$ cat src/design/kdsc_pkg.sv
`timescale 1ns / 1ps
// ----------------------------------------------------------------------------
// kdsc_pkg: shared types, constants and the byte decode function
// Holds the result item layout, the hand-off bundle from the line parser to
// the result queue, the mode tables and the keyed byte decode.
// ----------------------------------------------------------------------------
package kdsc_pkg;

    localparam logic [7:0] CHR_QMARK = 8'h3F;   // '?'
    localparam logic [7:0] CHR_HASH  = 8'h23;   // '#'

    // Bytes of a keyed body inside this range are decoded
    localparam logic [7:0] BODY_LO = 8'h20;
    localparam logic [7:0] BODY_HI = 8'h7B;

    // Decoded bytes fold into FOLD_LO..FOLD_HI in steps of FOLD_STEP
    localparam logic signed [9:0] FOLD_LO   = 10'sh020;
    localparam logic signed [9:0] FOLD_HI   = 10'sh07C;
    localparam logic signed [9:0] FOLD_STEP = 10'sh05C;
    localparam logic signed [9:0] REFLECT   = 10'sh09C;

    localparam int unsigned Q_DEPTH = 4;
    localparam int unsigned Q_AW    = $clog2(Q_DEPTH);
    localparam int unsigned Q_CW    = $clog2(Q_DEPTH + 1);

    typedef enum logic [2:0] {
        SWAP1,      // even +1, odd -1
        SWAP2,      // 1 -> +1, 2 -> -1
        SWAP3,      // 0 -> +3, 3 -> -3
        SWAP4,      // 0,1 -> +2, 2,3 -> -2
        SWAP5,      // 0 -> +2, 2 -> -2
        SWAP6       // 1 -> +2, 3 -> -2
    } swap_t;

    // Per mode: swap rule, and the magnitude of the key offset.
    // Odd modes offset by the second key, even modes by the first.
    localparam swap_t SWAP_OF_MODE [8] = '{
        SWAP2, SWAP1, SWAP6, SWAP4, SWAP2, SWAP4, SWAP3, SWAP5
    };
    localparam logic [7:0] KEY_BIAS [8] = '{
        8'h03, 8'h14, 8'h45, 8'h07, 8'h35, 8'h37, 8'h20, 8'h13
    };

    typedef struct packed {
        logic [7:0] data;
        logic       has_byte;
        logic       ends_line;
    } result_t;

    // Up to two results handed to the queue in one cycle
    typedef struct packed {
        logic [1:0] count;
        result_t    first;
        result_t    second;
    } push_t;

    function automatic logic [7:0] decode_byte(input logic [7:0] c,
                                               input logic [7:0] k1,
                                               input logic [7:0] k2);
        logic [2:0]        mode;
        logic [1:0]        lo;
        logic [7:0]        sw;
        logic [7:0]        key;
        logic signed [9:0] t;
        mode = k1[2:0] + k2[2:0];
        lo   = c[1:0];
        key  = mode[0] ? k2 : k1;
        case (SWAP_OF_MODE[mode])
            SWAP1: sw = lo[0] ? c - 8'd1 : c + 8'd1;
            SWAP2: sw = (lo == 2'd1) ? c + 8'd1 : ((lo == 2'd2) ? c - 8'd1 : c);
            SWAP3: sw = (lo == 2'd0) ? c + 8'd3 : ((lo == 2'd3) ? c - 8'd3 : c);
            SWAP4: sw = lo[1] ? c - 8'd2 : c + 8'd2;
            SWAP5: sw = (lo == 2'd0) ? c + 8'd2 : ((lo == 2'd2) ? c - 8'd2 : c);
            SWAP6: sw = (lo == 2'd1) ? c + 8'd2 : ((lo == 2'd3) ? c - 8'd2 : c);
            default: sw = c;
        endcase
        // Reflect, then subtract the mode bias and the signed key
        t = REFLECT - signed'({2'b00, sw}) - signed'({2'b00, KEY_BIAS[mode]})
            - signed'({{2{key[7]}}, key});
        for (int i = 0; i < 3; i++) begin
            if (t > FOLD_HI) t = t - FOLD_STEP;
        end
        for (int i = 0; i < 3; i++) begin
            if (t < FOLD_LO) t = t + FOLD_STEP;
        end
        return t[7:0];
    endfunction

endpackage

$ cat src/design/kdsc_parser.sv
`timescale 1ns / 1ps
// ----------------------------------------------------------------------------
// kdsc_parser: input register and line header state machine
// Registers each incoming item, tracks the line header and key bytes, and
// turns one item into zero, one or two results for the queue.
// ----------------------------------------------------------------------------
module kdsc_parser (
    input  logic                aclk,
    input  logic                aresetn,
    input  logic                s_tvalid,
    output logic                s_tready,
    input  logic [7:0]          s_tdata,    // [7:0] in_byte
    input  logic                s_tlast,    // line_end
    input  logic                q_room,
    output kdsc_pkg::push_t     push
);

    typedef enum logic [2:0] {
        PH_START,
        PH_QMARK,
        PH_KEY1,
        PH_KEY2,
        PH_KEYED,
        PH_PLAIN
    } phase_t;

    phase_t          phase_reg, phase_next;
    logic [7:0]      key1_reg, key2_reg;
    logic            in_valid_reg;
    logic [7:0]      in_byte_reg;
    logic            in_last_reg;
    logic            consume;
    logic [1:0]      n_raw;
    kdsc_pkg::result_t r0, r1;
    logic            in_body;

    assign consume  = in_valid_reg & q_room;
    assign s_tready = ~in_valid_reg | consume;
    assign in_body  = (in_byte_reg >= kdsc_pkg::BODY_LO) &&
                      (in_byte_reg <= kdsc_pkg::BODY_HI);

    always_comb begin
        n_raw      = 2'd1;
        r0         = '{data: in_byte_reg, has_byte: 1'b1, ends_line: in_last_reg};
        r1         = '{data: in_byte_reg, has_byte: 1'b1, ends_line: in_last_reg};
        phase_next = PH_PLAIN;
        case (phase_reg)
            PH_QMARK: begin
                if (in_byte_reg == kdsc_pkg::CHR_HASH) begin
                    n_raw      = {1'b0, in_last_reg};
                    r0         = '{data: 8'h00, has_byte: 1'b0, ends_line: 1'b1};
                    phase_next = PH_KEY1;
                end else begin
                    // release the held '?' ahead of this byte
                    n_raw = 2'd2;
                    r0    = '{data: kdsc_pkg::CHR_QMARK, has_byte: 1'b1,
                              ends_line: 1'b0};
                end
            end
            PH_KEY1, PH_KEY2: begin
                n_raw      = {1'b0, in_last_reg};
                r0         = '{data: 8'h00, has_byte: 1'b0, ends_line: 1'b1};
                phase_next = (phase_reg == PH_KEY1) ? PH_KEY2 : PH_KEYED;
            end
            PH_KEYED: begin
                if (in_body) begin
                    r0.data = kdsc_pkg::decode_byte(in_byte_reg, key1_reg, key2_reg);
                end
                phase_next = PH_KEYED;
            end
            PH_PLAIN: phase_next = PH_PLAIN;
            default: begin
                if (in_byte_reg == kdsc_pkg::CHR_QMARK) begin
                    // hold the '?' until the next byte decides
                    n_raw      = {1'b0, in_last_reg};
                    r0         = '{data: kdsc_pkg::CHR_QMARK, has_byte: 1'b1,
                                   ends_line: 1'b1};
                    phase_next = PH_QMARK;
                end
            end
        endcase
        if (in_last_reg) phase_next = PH_START;
    end

    assign push.count  = consume ? n_raw : 2'd0;
    assign push.first  = r0;
    assign push.second = r1;

    always_ff @(posedge aclk) begin
        if (!aresetn) begin
            phase_reg    <= PH_START;
            key1_reg     <= 8'h00;
            key2_reg     <= 8'h00;
            in_valid_reg <= 1'b0;
        end else begin
            if (consume) begin
                phase_reg <= phase_next;
                if (phase_reg == PH_KEY1) key1_reg <= in_byte_reg;
                if (phase_reg == PH_KEY2) key2_reg <= in_byte_reg;
            end
            if (s_tready) in_valid_reg <= s_tvalid;
        end
    end

    always_ff @(posedge aclk) begin
        if (s_tvalid && s_tready) begin
            in_byte_reg <= s_tdata;
            in_last_reg <= s_tlast;
        end
    end

    a_keyed_range: assert property (@(posedge aclk) disable iff (!aresetn)
        (consume && phase_reg == PH_KEYED && in_body) |->
        (push.first.data >= 8'h20 && push.first.data <= 8'h7C))
        else $error("decoded byte outside the folded range");

    a_line_restart: assert property (@(posedge aclk) disable iff (!aresetn)
        (consume && in_last_reg) |=> (phase_reg == PH_START))
        else $error("line end did not return to start of line");

endmodule

$ cat src/design/kdsc_res_q.sv
`timescale 1ns / 1ps
// ----------------------------------------------------------------------------
// kdsc_res_q: result queue
// Small register queue that takes up to two results a cycle while it has room
// for two, and hands out one result a cycle on the output stream while m_tready is high.
// ----------------------------------------------------------------------------
module kdsc_res_q (
    input  logic                aclk,
    input  logic                aresetn,
    input  kdsc_pkg::push_t     push,
    output logic                q_room,
    output logic                m_tvalid,
    input  logic                m_tready,
    output logic [7:0]          m_tdata,    // [7:0] out_byte
    output logic                m_tuser,    // has_byte
    output logic                m_tlast     // ends_line
);

    kdsc_pkg::result_t            entry_reg [kdsc_pkg::Q_DEPTH];
    logic [kdsc_pkg::Q_AW-1:0]    wr_ptr_reg, rd_ptr_reg;
    logic [kdsc_pkg::Q_CW-1:0]    count_reg, count_next;
    logic                         pop;
    kdsc_pkg::result_t            head;

    assign head     = entry_reg[rd_ptr_reg];
    assign m_tvalid = (count_reg != '0);
    assign m_tdata  = head.data;
    assign m_tuser  = head.has_byte;
    assign m_tlast  = head.ends_line;
    assign pop      = m_tvalid & m_tready;
    // room for two more, whatever leaves this cycle
    assign q_room   = (count_reg <= kdsc_pkg::Q_CW'(kdsc_pkg::Q_DEPTH - 2));

    assign count_next = count_reg + kdsc_pkg::Q_CW'(push.count)
                        - kdsc_pkg::Q_CW'(pop);

    always_ff @(posedge aclk) begin
        if (!aresetn) begin
            wr_ptr_reg <= '0;
            rd_ptr_reg <= '0;
            count_reg  <= '0;
        end else begin
            wr_ptr_reg <= wr_ptr_reg + kdsc_pkg::Q_AW'(push.count);
            if (pop) rd_ptr_reg <= rd_ptr_reg + kdsc_pkg::Q_AW'(1);
            count_reg <= count_next;
        end
    end

    always_ff @(posedge aclk) begin
        if (push.count != 2'd0) entry_reg[wr_ptr_reg] <= push.first;
        if (push.count == 2'd2) entry_reg[wr_ptr_reg + kdsc_pkg::Q_AW'(1)] <= push.second;
    end

    a_no_overfill: assert property (@(posedge aclk) disable iff (!aresetn)
        count_reg <= kdsc_pkg::Q_CW'(kdsc_pkg::Q_DEPTH))
        else $error("result queue holds more than its depth");

    a_push_room: assert property (@(posedge aclk) disable iff (!aresetn)
        (push.count != 2'd0) |->
        (count_reg <= kdsc_pkg::Q_CW'(kdsc_pkg::Q_DEPTH - 2)))
        else $error("results pushed without room for two");

endmodule

$ cat src/design/keyed_text_descrambler.sv
`timescale 1ns / 1ps
// ----------------------------------------------------------------------------
// keyed_text_descrambler: keyed text line descrambler, one byte per item
// Streams text bytes in, decodes keyed lines and streams results out.
// ----------------------------------------------------------------------------
// Each input item is one byte of a text line, with s_tlast marking the last
// byte of the line. A line that opens with "?#" is keyed: its third and
// fourth bytes are the key bytes, none of the four header bytes is emitted,
// and each later byte from 0x20 to 0x7B is decoded; other bytes pass as they
// are. A line without the header passes through whole, a leading '?' being
// held one item until the next byte shows whether a header follows. On the
// result side m_tuser is 1 when m_tdata carries a byte; a result with
// m_tuser low (and m_tdata zero) is a bare line end, sent when a line ends
// inside its header. m_tlast marks the last result of each line.
// Rate: one item is accepted every cycle while results drain at one a cycle.
// An item is held in the input register on acceptance and decoded from it,
// once the queue has room, into a four-entry result queue that registers
// its results before they are offered. Most items give one result; a '?'
// not followed by '#' releases two results in one item, and the header
// items give none unless the line ends there. The output port drains one
// result a cycle while m_tready is high, so the sustained rate is set by
// the result queue: one result per cycle on the output side. The queue
// takes a decoded item only when it has room for two results, and
// back-pressure reaches s_tready through the single input register.
// ----------------------------------------------------------------------------
module keyed_text_descrambler (
    input  logic        aclk,
    input  logic        aresetn,
    input  logic        s_tvalid,
    output logic        s_tready,
    input  logic [7:0]  s_tdata,    // [7:0] in_byte
    input  logic        s_tlast,    // line_end
    output logic        m_tvalid,
    input  logic        m_tready,
    output logic [7:0]  m_tdata,    // [7:0] out_byte
    output logic        m_tuser,    // has_byte
    output logic        m_tlast     // ends_line
);

    kdsc_pkg::push_t push;
    logic            q_room;

    // Header tracking, key capture and byte decode
    kdsc_parser u_parser (
        .aclk     (aclk),
        .aresetn  (aresetn),
        .s_tvalid (s_tvalid),
        .s_tready (s_tready),
        .s_tdata  (s_tdata),
        .s_tlast  (s_tlast),
        .q_room   (q_room),
        .push     (push)
    );

    // Hold results until the output side takes them
    kdsc_res_q u_res_q (
        .aclk     (aclk),
        .aresetn  (aresetn),
        .push     (push),
        .q_room   (q_room),
        .m_tvalid (m_tvalid),
        .m_tready (m_tready),
        .m_tdata  (m_tdata),
        .m_tuser  (m_tuser),
        .m_tlast  (m_tlast)
    );

endmodule
$ cat config.mk
export PLATFORM = sky130hd
export DESIGN_NAME = keyed_text_descrambler
export DESIGN_NICKNAME = d
export VERILOG_FILES = /design/src/design/kdsc_pkg.sv /design/src/design/kdsc_parser.sv /design/src/design/kdsc_res_q.sv /design/src/design/keyed_text_descrambler.sv
export SDC_FILE = /design/constraint.sdc
export NUM_CORES = 1
export LEC_CHECK = 0
export BUFFER_PORTS_ARGS = -buffer_cell sky130_fd_sc_hd__buf_2
export CAP_MARGIN = 30
export CORE_MARGIN = 8
export CORE_UTILIZATION = 55
export DETAILED_ROUTE_END_ITERATION = 12
export GPL_ROUTABILITY_DRIVEN = 0
export PLACE_DENSITY = 0.82
export RECOVER_POWER = 100
export SYNTH_ARGS = -nofsm -noshare
export SYNTH_HDL_FRONTEND = slang
export SYNTH_SLANG_ARGS = --single-unit
$ cat constraint.sdc
create_clock -name aclk -period 14.9 [get_ports aclk]
set_clock_uncertainty 0.05 [all_clocks]
set_input_delay 0.745 -clock aclk [delete_from_list [all_inputs] [get_ports aclk]]
set_output_delay 0.745 -clock aclk [all_outputs]
set_load 0.05 [all_outputs]
After elaboration in Yosys (flattened, before gate mapping)
Memory sizes are Yosys's and may differ from the RTL's. A register that Yosys moved wholly into a read port is not among the register bits.
Index checks and enable logic that the tools add are counted.
Widths: inputs -> output; s select.
- register bits after elaboration: 36
- memory bits (writable): 40
- ROM bits: 88
- output and inout port bits: 12
- logic and storage cells: 128
- memories: 3
- memories (memory ; depth ; bits a word ; rd ports ; clocked after Yosys merged registers in ; write ports ; RTL line ; RTL):
    (no name shown) ; 8 ; 8 ; 1 ; 0 ; 0 ; kdsc_pkg.sv:78 ; t = REFLECT - signed'({2'b00, sw}) - signed'({2'b00, KEY_BIAS[mode]})
    u_res_q.entry_reg ; 4 ; 10 ; 1 ; 1 ; 2 ; kdsc_res_q.sv:19 ; kdsc_pkg::result_t entry_reg [kdsc_pkg::Q_DEPTH];
    (no name shown) ; 8 ; 3 ; 1 ; 0 ; 0 ; kdsc_pkg.sv:68 ; case (SWAP_OF_MODE[mode])
- add/sub/neg operators: 21
- magnitude comparators: 10
- eq/ne operators: 16
- muxes and demuxes: 54
- bitwise operators: 5
- reduce and logical (&&, ||, !) cells: 10
- operators with widths (cell ; number):
    $mux 10 ; 16
    $mux 8 ; 18
    $pmux 8 s6 ; 1
    $pmux 8 s4 ; 1
    $gt 10x8->1 const B ; 3
    $lt 10x7->1 const B ; 3
    $sub 10x8->10 const B ; 3
    $add 10x8->10 const B ; 2
    $mux 3 ; 6
    $add 8x2->8 const B ; 2
    $eq 8x6->1 const B ; 2
    $sub 8x2->8 const B ; 2
    $eq 3x2->1 const B ; 4
    $eq 3x3->1 const B ; 4
    $pmux 2 s3 ; 2
    $pmux 3 s4 ; 1
    $sub 10x8->10 ; 1
    $sub 10x9->10 ; 1
    $sub 8x8->9 const A ; 1
    $add 8x1->8 const B ; 1
    $add 8x8->8 const B ; 1
    $ge 8x6->1 const B ; 1
    $le 8x7->1 const B ; 1
    $mux 2 ; 4
    23 further kinds ; 35

Logic depth before layout (Yosys ltp)
- depth in word-level cells: 36
- mapped depth: 55

Cells and area by module
Synthesis repeated with hierarchy kept, for this count alone.
- cells, all modules: 934
- area, all modules: 8259.2 um^2
- by module, submodules not included (module ; times used ; cells each ; area an instance (um^2) ; sequential area each (um^2)):
    kdsc_parser ; 1 ; 787 ; 5704.2 ; 670.6
    kdsc_res_q ; 1 ; 147 ; 2555.0 ; 1381.3

Worst setup path after synthesis
Ideal clock, no wire load.
- path kind: register -> register
- start: reg u_parser.key2_reg[0]
- end: mem u_res_q.entry_reg[0][8] in the netlist's numbering (data pin)
- arrival time: 11.254 ns
- required time: 14.594 ns
- path slack: 3.340 ns
- cell stages (with the launch flop): 54
- cell sequence: dfxtp_1 ha_1 inv_1 fa_1 inv_1 ha_1 nor3b_1 a32o_1 clkbuf_1 nand2_1 a32oi_1 a21o_1 inv_1 ha_1 or2_2 o31ai_1 xnor2_1 fa_1 [18 not listed] nand2_1 a211oi_2 nor2_1 xnor2_1 ha_1 inv_1 o211ai_1 a211oi_1 nor3_1 a31oi_2 mux2_2 ha_1 o21ai_0 nand3_1 a32o_1 mux2i_1 a21oi_1 a22o_1
- RTL lines (element ; RTL line ; RTL):
    from (decl) ; kdsc_parser.sv:28 ; logic [7:0] key1_reg, key2_reg;
    from (signal assigned) ; kdsc_parser.sv:99 ; if (phase_reg == PH_KEY2) key2_reg <= in_byte_reg;
    to (decl) ; kdsc_res_q.sv:19 ;

==> flow_summary.json <==
{
  "status": "finished clean",
  "num_antenna_cells": 0,
  "rows": 45,
  "core_um2": 15030,
  "ys_async_sr_fraction_pct": 0,
  "layout-drive-gt1-share_pct": 8.661,
  "syn_inst": 999,
  "die_h_um": 139.1,
  "ys.flop_type": "edfxtp_1",
  "grt_max_degree": 29,
  "initial_core_util_pct": 55.46,
  "cts-root-buf": "clkbuf_16",
  "min_path_type": "reg -> reg",
  "fmax_mhz": 73.99,
  "maxCapViolCount": 0,
  "synth.yosys.seq_area_share_pct": 24.13,
  "grtUsageTotal_pct": 22.19,
  "dp_hpwl_mm": 16.45,
  "largest_reg_flops": 40,
  "cp_data_required_time_ns": 14.93,
  "synth.avg_cell_area_um2": 8.346,
  "critPathMaxFanout": 12,
  "ys_warn_count": 0,
  "vias_per_cell": 6.766,
  "clkSinkCount": 78,
  "crit_arrival_ns": 13.55,
  "vias": 7991,
  "clk_pin_slew_worst_paths_ns": 0.06,
  "cts_tree": "done",
  "synth_area_leaders": "edfxtp_1 (16%), dfxtp_1 (7.9%), ha_1 (6.8%), nand2_1 (5.1%), xnor2_1 (3.6%)",
  "clk_latency_ns": 0.34,
  "ant_nets": 0,
  "synth_edf_count": 45,
  "crit_path_max_incr_delay_ns": 0.70,
  "dr.pass1.iters": 6,
  "crit_type": "reg -> reg",
  "cts_made_buffers": 9,
  "cp-end-kind": "flop",
  "finalSetupTns_ns": 0,
  "syn_to_final_growth_pct": 5.102,
  "die_area_um2": 19360,
  "wl_per_cell_um": 18.82,
  "fin_nets": 1054,
  "die_w_um": 139.1,
  "cts_resized": 0,
  "finalMaxSlewViolations": 0,
  "tightest_slew_ns": 0.9913,
  "drc": 0,
  "ys_ff_latch": 78,
  "hold_buffers": 0,
  "fin_crit_sh_pct": 90.70,
  "overflow": 0,
  "synth_area_um2": 8338,
  "htreeDepth": 3,
  "max-slew-margin-rel_pct": 33.35,
  "grt_pass1_wl_mm": 36.14,
  "ys_types": 95,
  "pin_count": 25,
  "io_buffer_count": 24,
  "clockBufferDepth": 2,
  "startpoint_type": "flop",
  "rsz0062_at_grt": "false",
  "routed_wl_mm": 22.23,
  "crit_path_frequent_cell": "ha_1",
  "post-route-min-period_ns": 13.51,
  "hold_viol": 0,
  "grt_pass1_vias": 7393,
  "synth_top_area_share_pct": 16.21,
  "dr.first_iter.drc_count": 1011,
  "antenna_found_initial": 0,
  "synth.largest_area_cell": "edfxtp_1",
  "postCtsSetupRepairBufs": 0,
  "finalSetupViolCount": 0,
  "syn-num-nets": 1065,
  "cp_slowest_cell": "fa_1"
}
worst max-delay path: cells and delay by family (launching register included):
family	cells	cell delay, ns
AOI/OAI and AO/OA	17	4.64
adders and majority gates	10	3.36
and+or+nand+nor	11	2.36
muxes	3	0.94
xor gates and xnor gates	4	0.94
buffers and inverters	6	0.54
DFF	1	0.40
cells in the mapped netlist (all sizes together) (12+ instances only):
master and instances:
clkbuf 42, edfxtp 45, xnor2 35, o22ai 24, a22o 15, o21ai 59, mux2i 21, nor3 28
o211ai 23, nand3 24, inv 44, nand2 113, a21oi 54, nor2b 26, nand2b 14, ha 45
nor2 75, dfxtp 33, and2 23, a31oi 16, a211oi 21, o31ai 12, xor2 13
cells by family (layout without fill, tap and decap cells):
family                     Yosys count  count (layout)  share of synthesized area, %
and+or+nand+nor                    359             359                         21.41
muxes                               42              42                         6.708
xor gates and xnor gates            48              48                         5.222
adders and majority gates           54              54                         8.793
buffers and inverters               93              87                         4.352
DFF                                 78              78                         24.13
AOI/OAI and AO/OA                  325             325                         29.38
per-layer routing:
layer	up-vias	wire length (µm)	global-route usage [%]
li1	3769	-	-
met2	473	10320	36.69
met3	67	1898	3.580
met5	-	0	0
met4	0	590	8.377
met1	3682	9423	28.56
path summary, 6_finish.rpt:
| path | end | cells after the start | slack (ns) | startpoint |
|---|---|---|---|---|
| hold / removal | u_res_q.entry_reg[2][1]$_SDFFE_PP1P_ | 2 | 0.44 | u_res_q.entry_reg[2][1]$_SDFFE_PP1P_ |
| hold reg to reg | u_res_q.entry_reg[2][1]$_SDFFE_PP1P_ | 2 | 0.44 | u_res_q.entry_reg[2][1]$_SDFFE_PP1P_ |
| setup reg to reg | u_res_q.entry_reg[2][8]$_DFFE_PP_ | 51 | 1.39 | u_parser.key2_reg[0]$_SDFFE_PN0P_ |
| setup / recovery | u_res_q.entry_reg[2][8]$_DFFE_PP_ | 51 | 1.39 | u_parser.key2_reg[0]$_SDFFE_PN0P_ |
per-stage QoR:
step	std cells	utilization, %	instance area [µm²]	worst slack, ns	hold WS (ns)
after CTS	1181	58.59	8808	1.800	0.4367
after global routing	1181	58.29	8763	0.2951	0.4447
final	1181	58.29	8763	1.385	0.4369
after detailed placement	1165	56.66	8518	1.839	0.4236
after global placement	1165	56.66	8518	2.327	0.4166
after floorplan	999	-	8338	3.340	0.3988
final cells by class:
type	count	area [µm²]
clock buffer	9	225.2
clock inverter	7	65.06
fill	1338	6270
inverter	44	165.2
multi-input combinational	828	5941
sequential	78	2012
tap	188	235.2
timing repair buffer	27	120.1
layout by cell type (no fill, tap or decap), drive strengths merged, types with 6 or more instances in the layout:
cell      n
a211o    10
a211oi   21
a21o      8
a21oi    54
a221oi    6
a22o     15
a31oi    16
and2     23
and3      8
buf      11
clkbuf   25
dfxtp    33
edfxtp   45
fa        8
ha       45
inv      44
mux2     11
mux2i    21
mux4     10
nand2   113
nand2b   14
nand3    24
nor2     75
nor2b    26
nor3     28
nor3b     6
nor4      9
o211ai   23
o21a      9
o21ai    59
o22ai    24
o31ai    12
or2       6
or3      10
xnor2    35
xor2     13
Power is not shown: default switching activity piles up to over one toggle a cycle in this logic, so the estimate is an artifact.
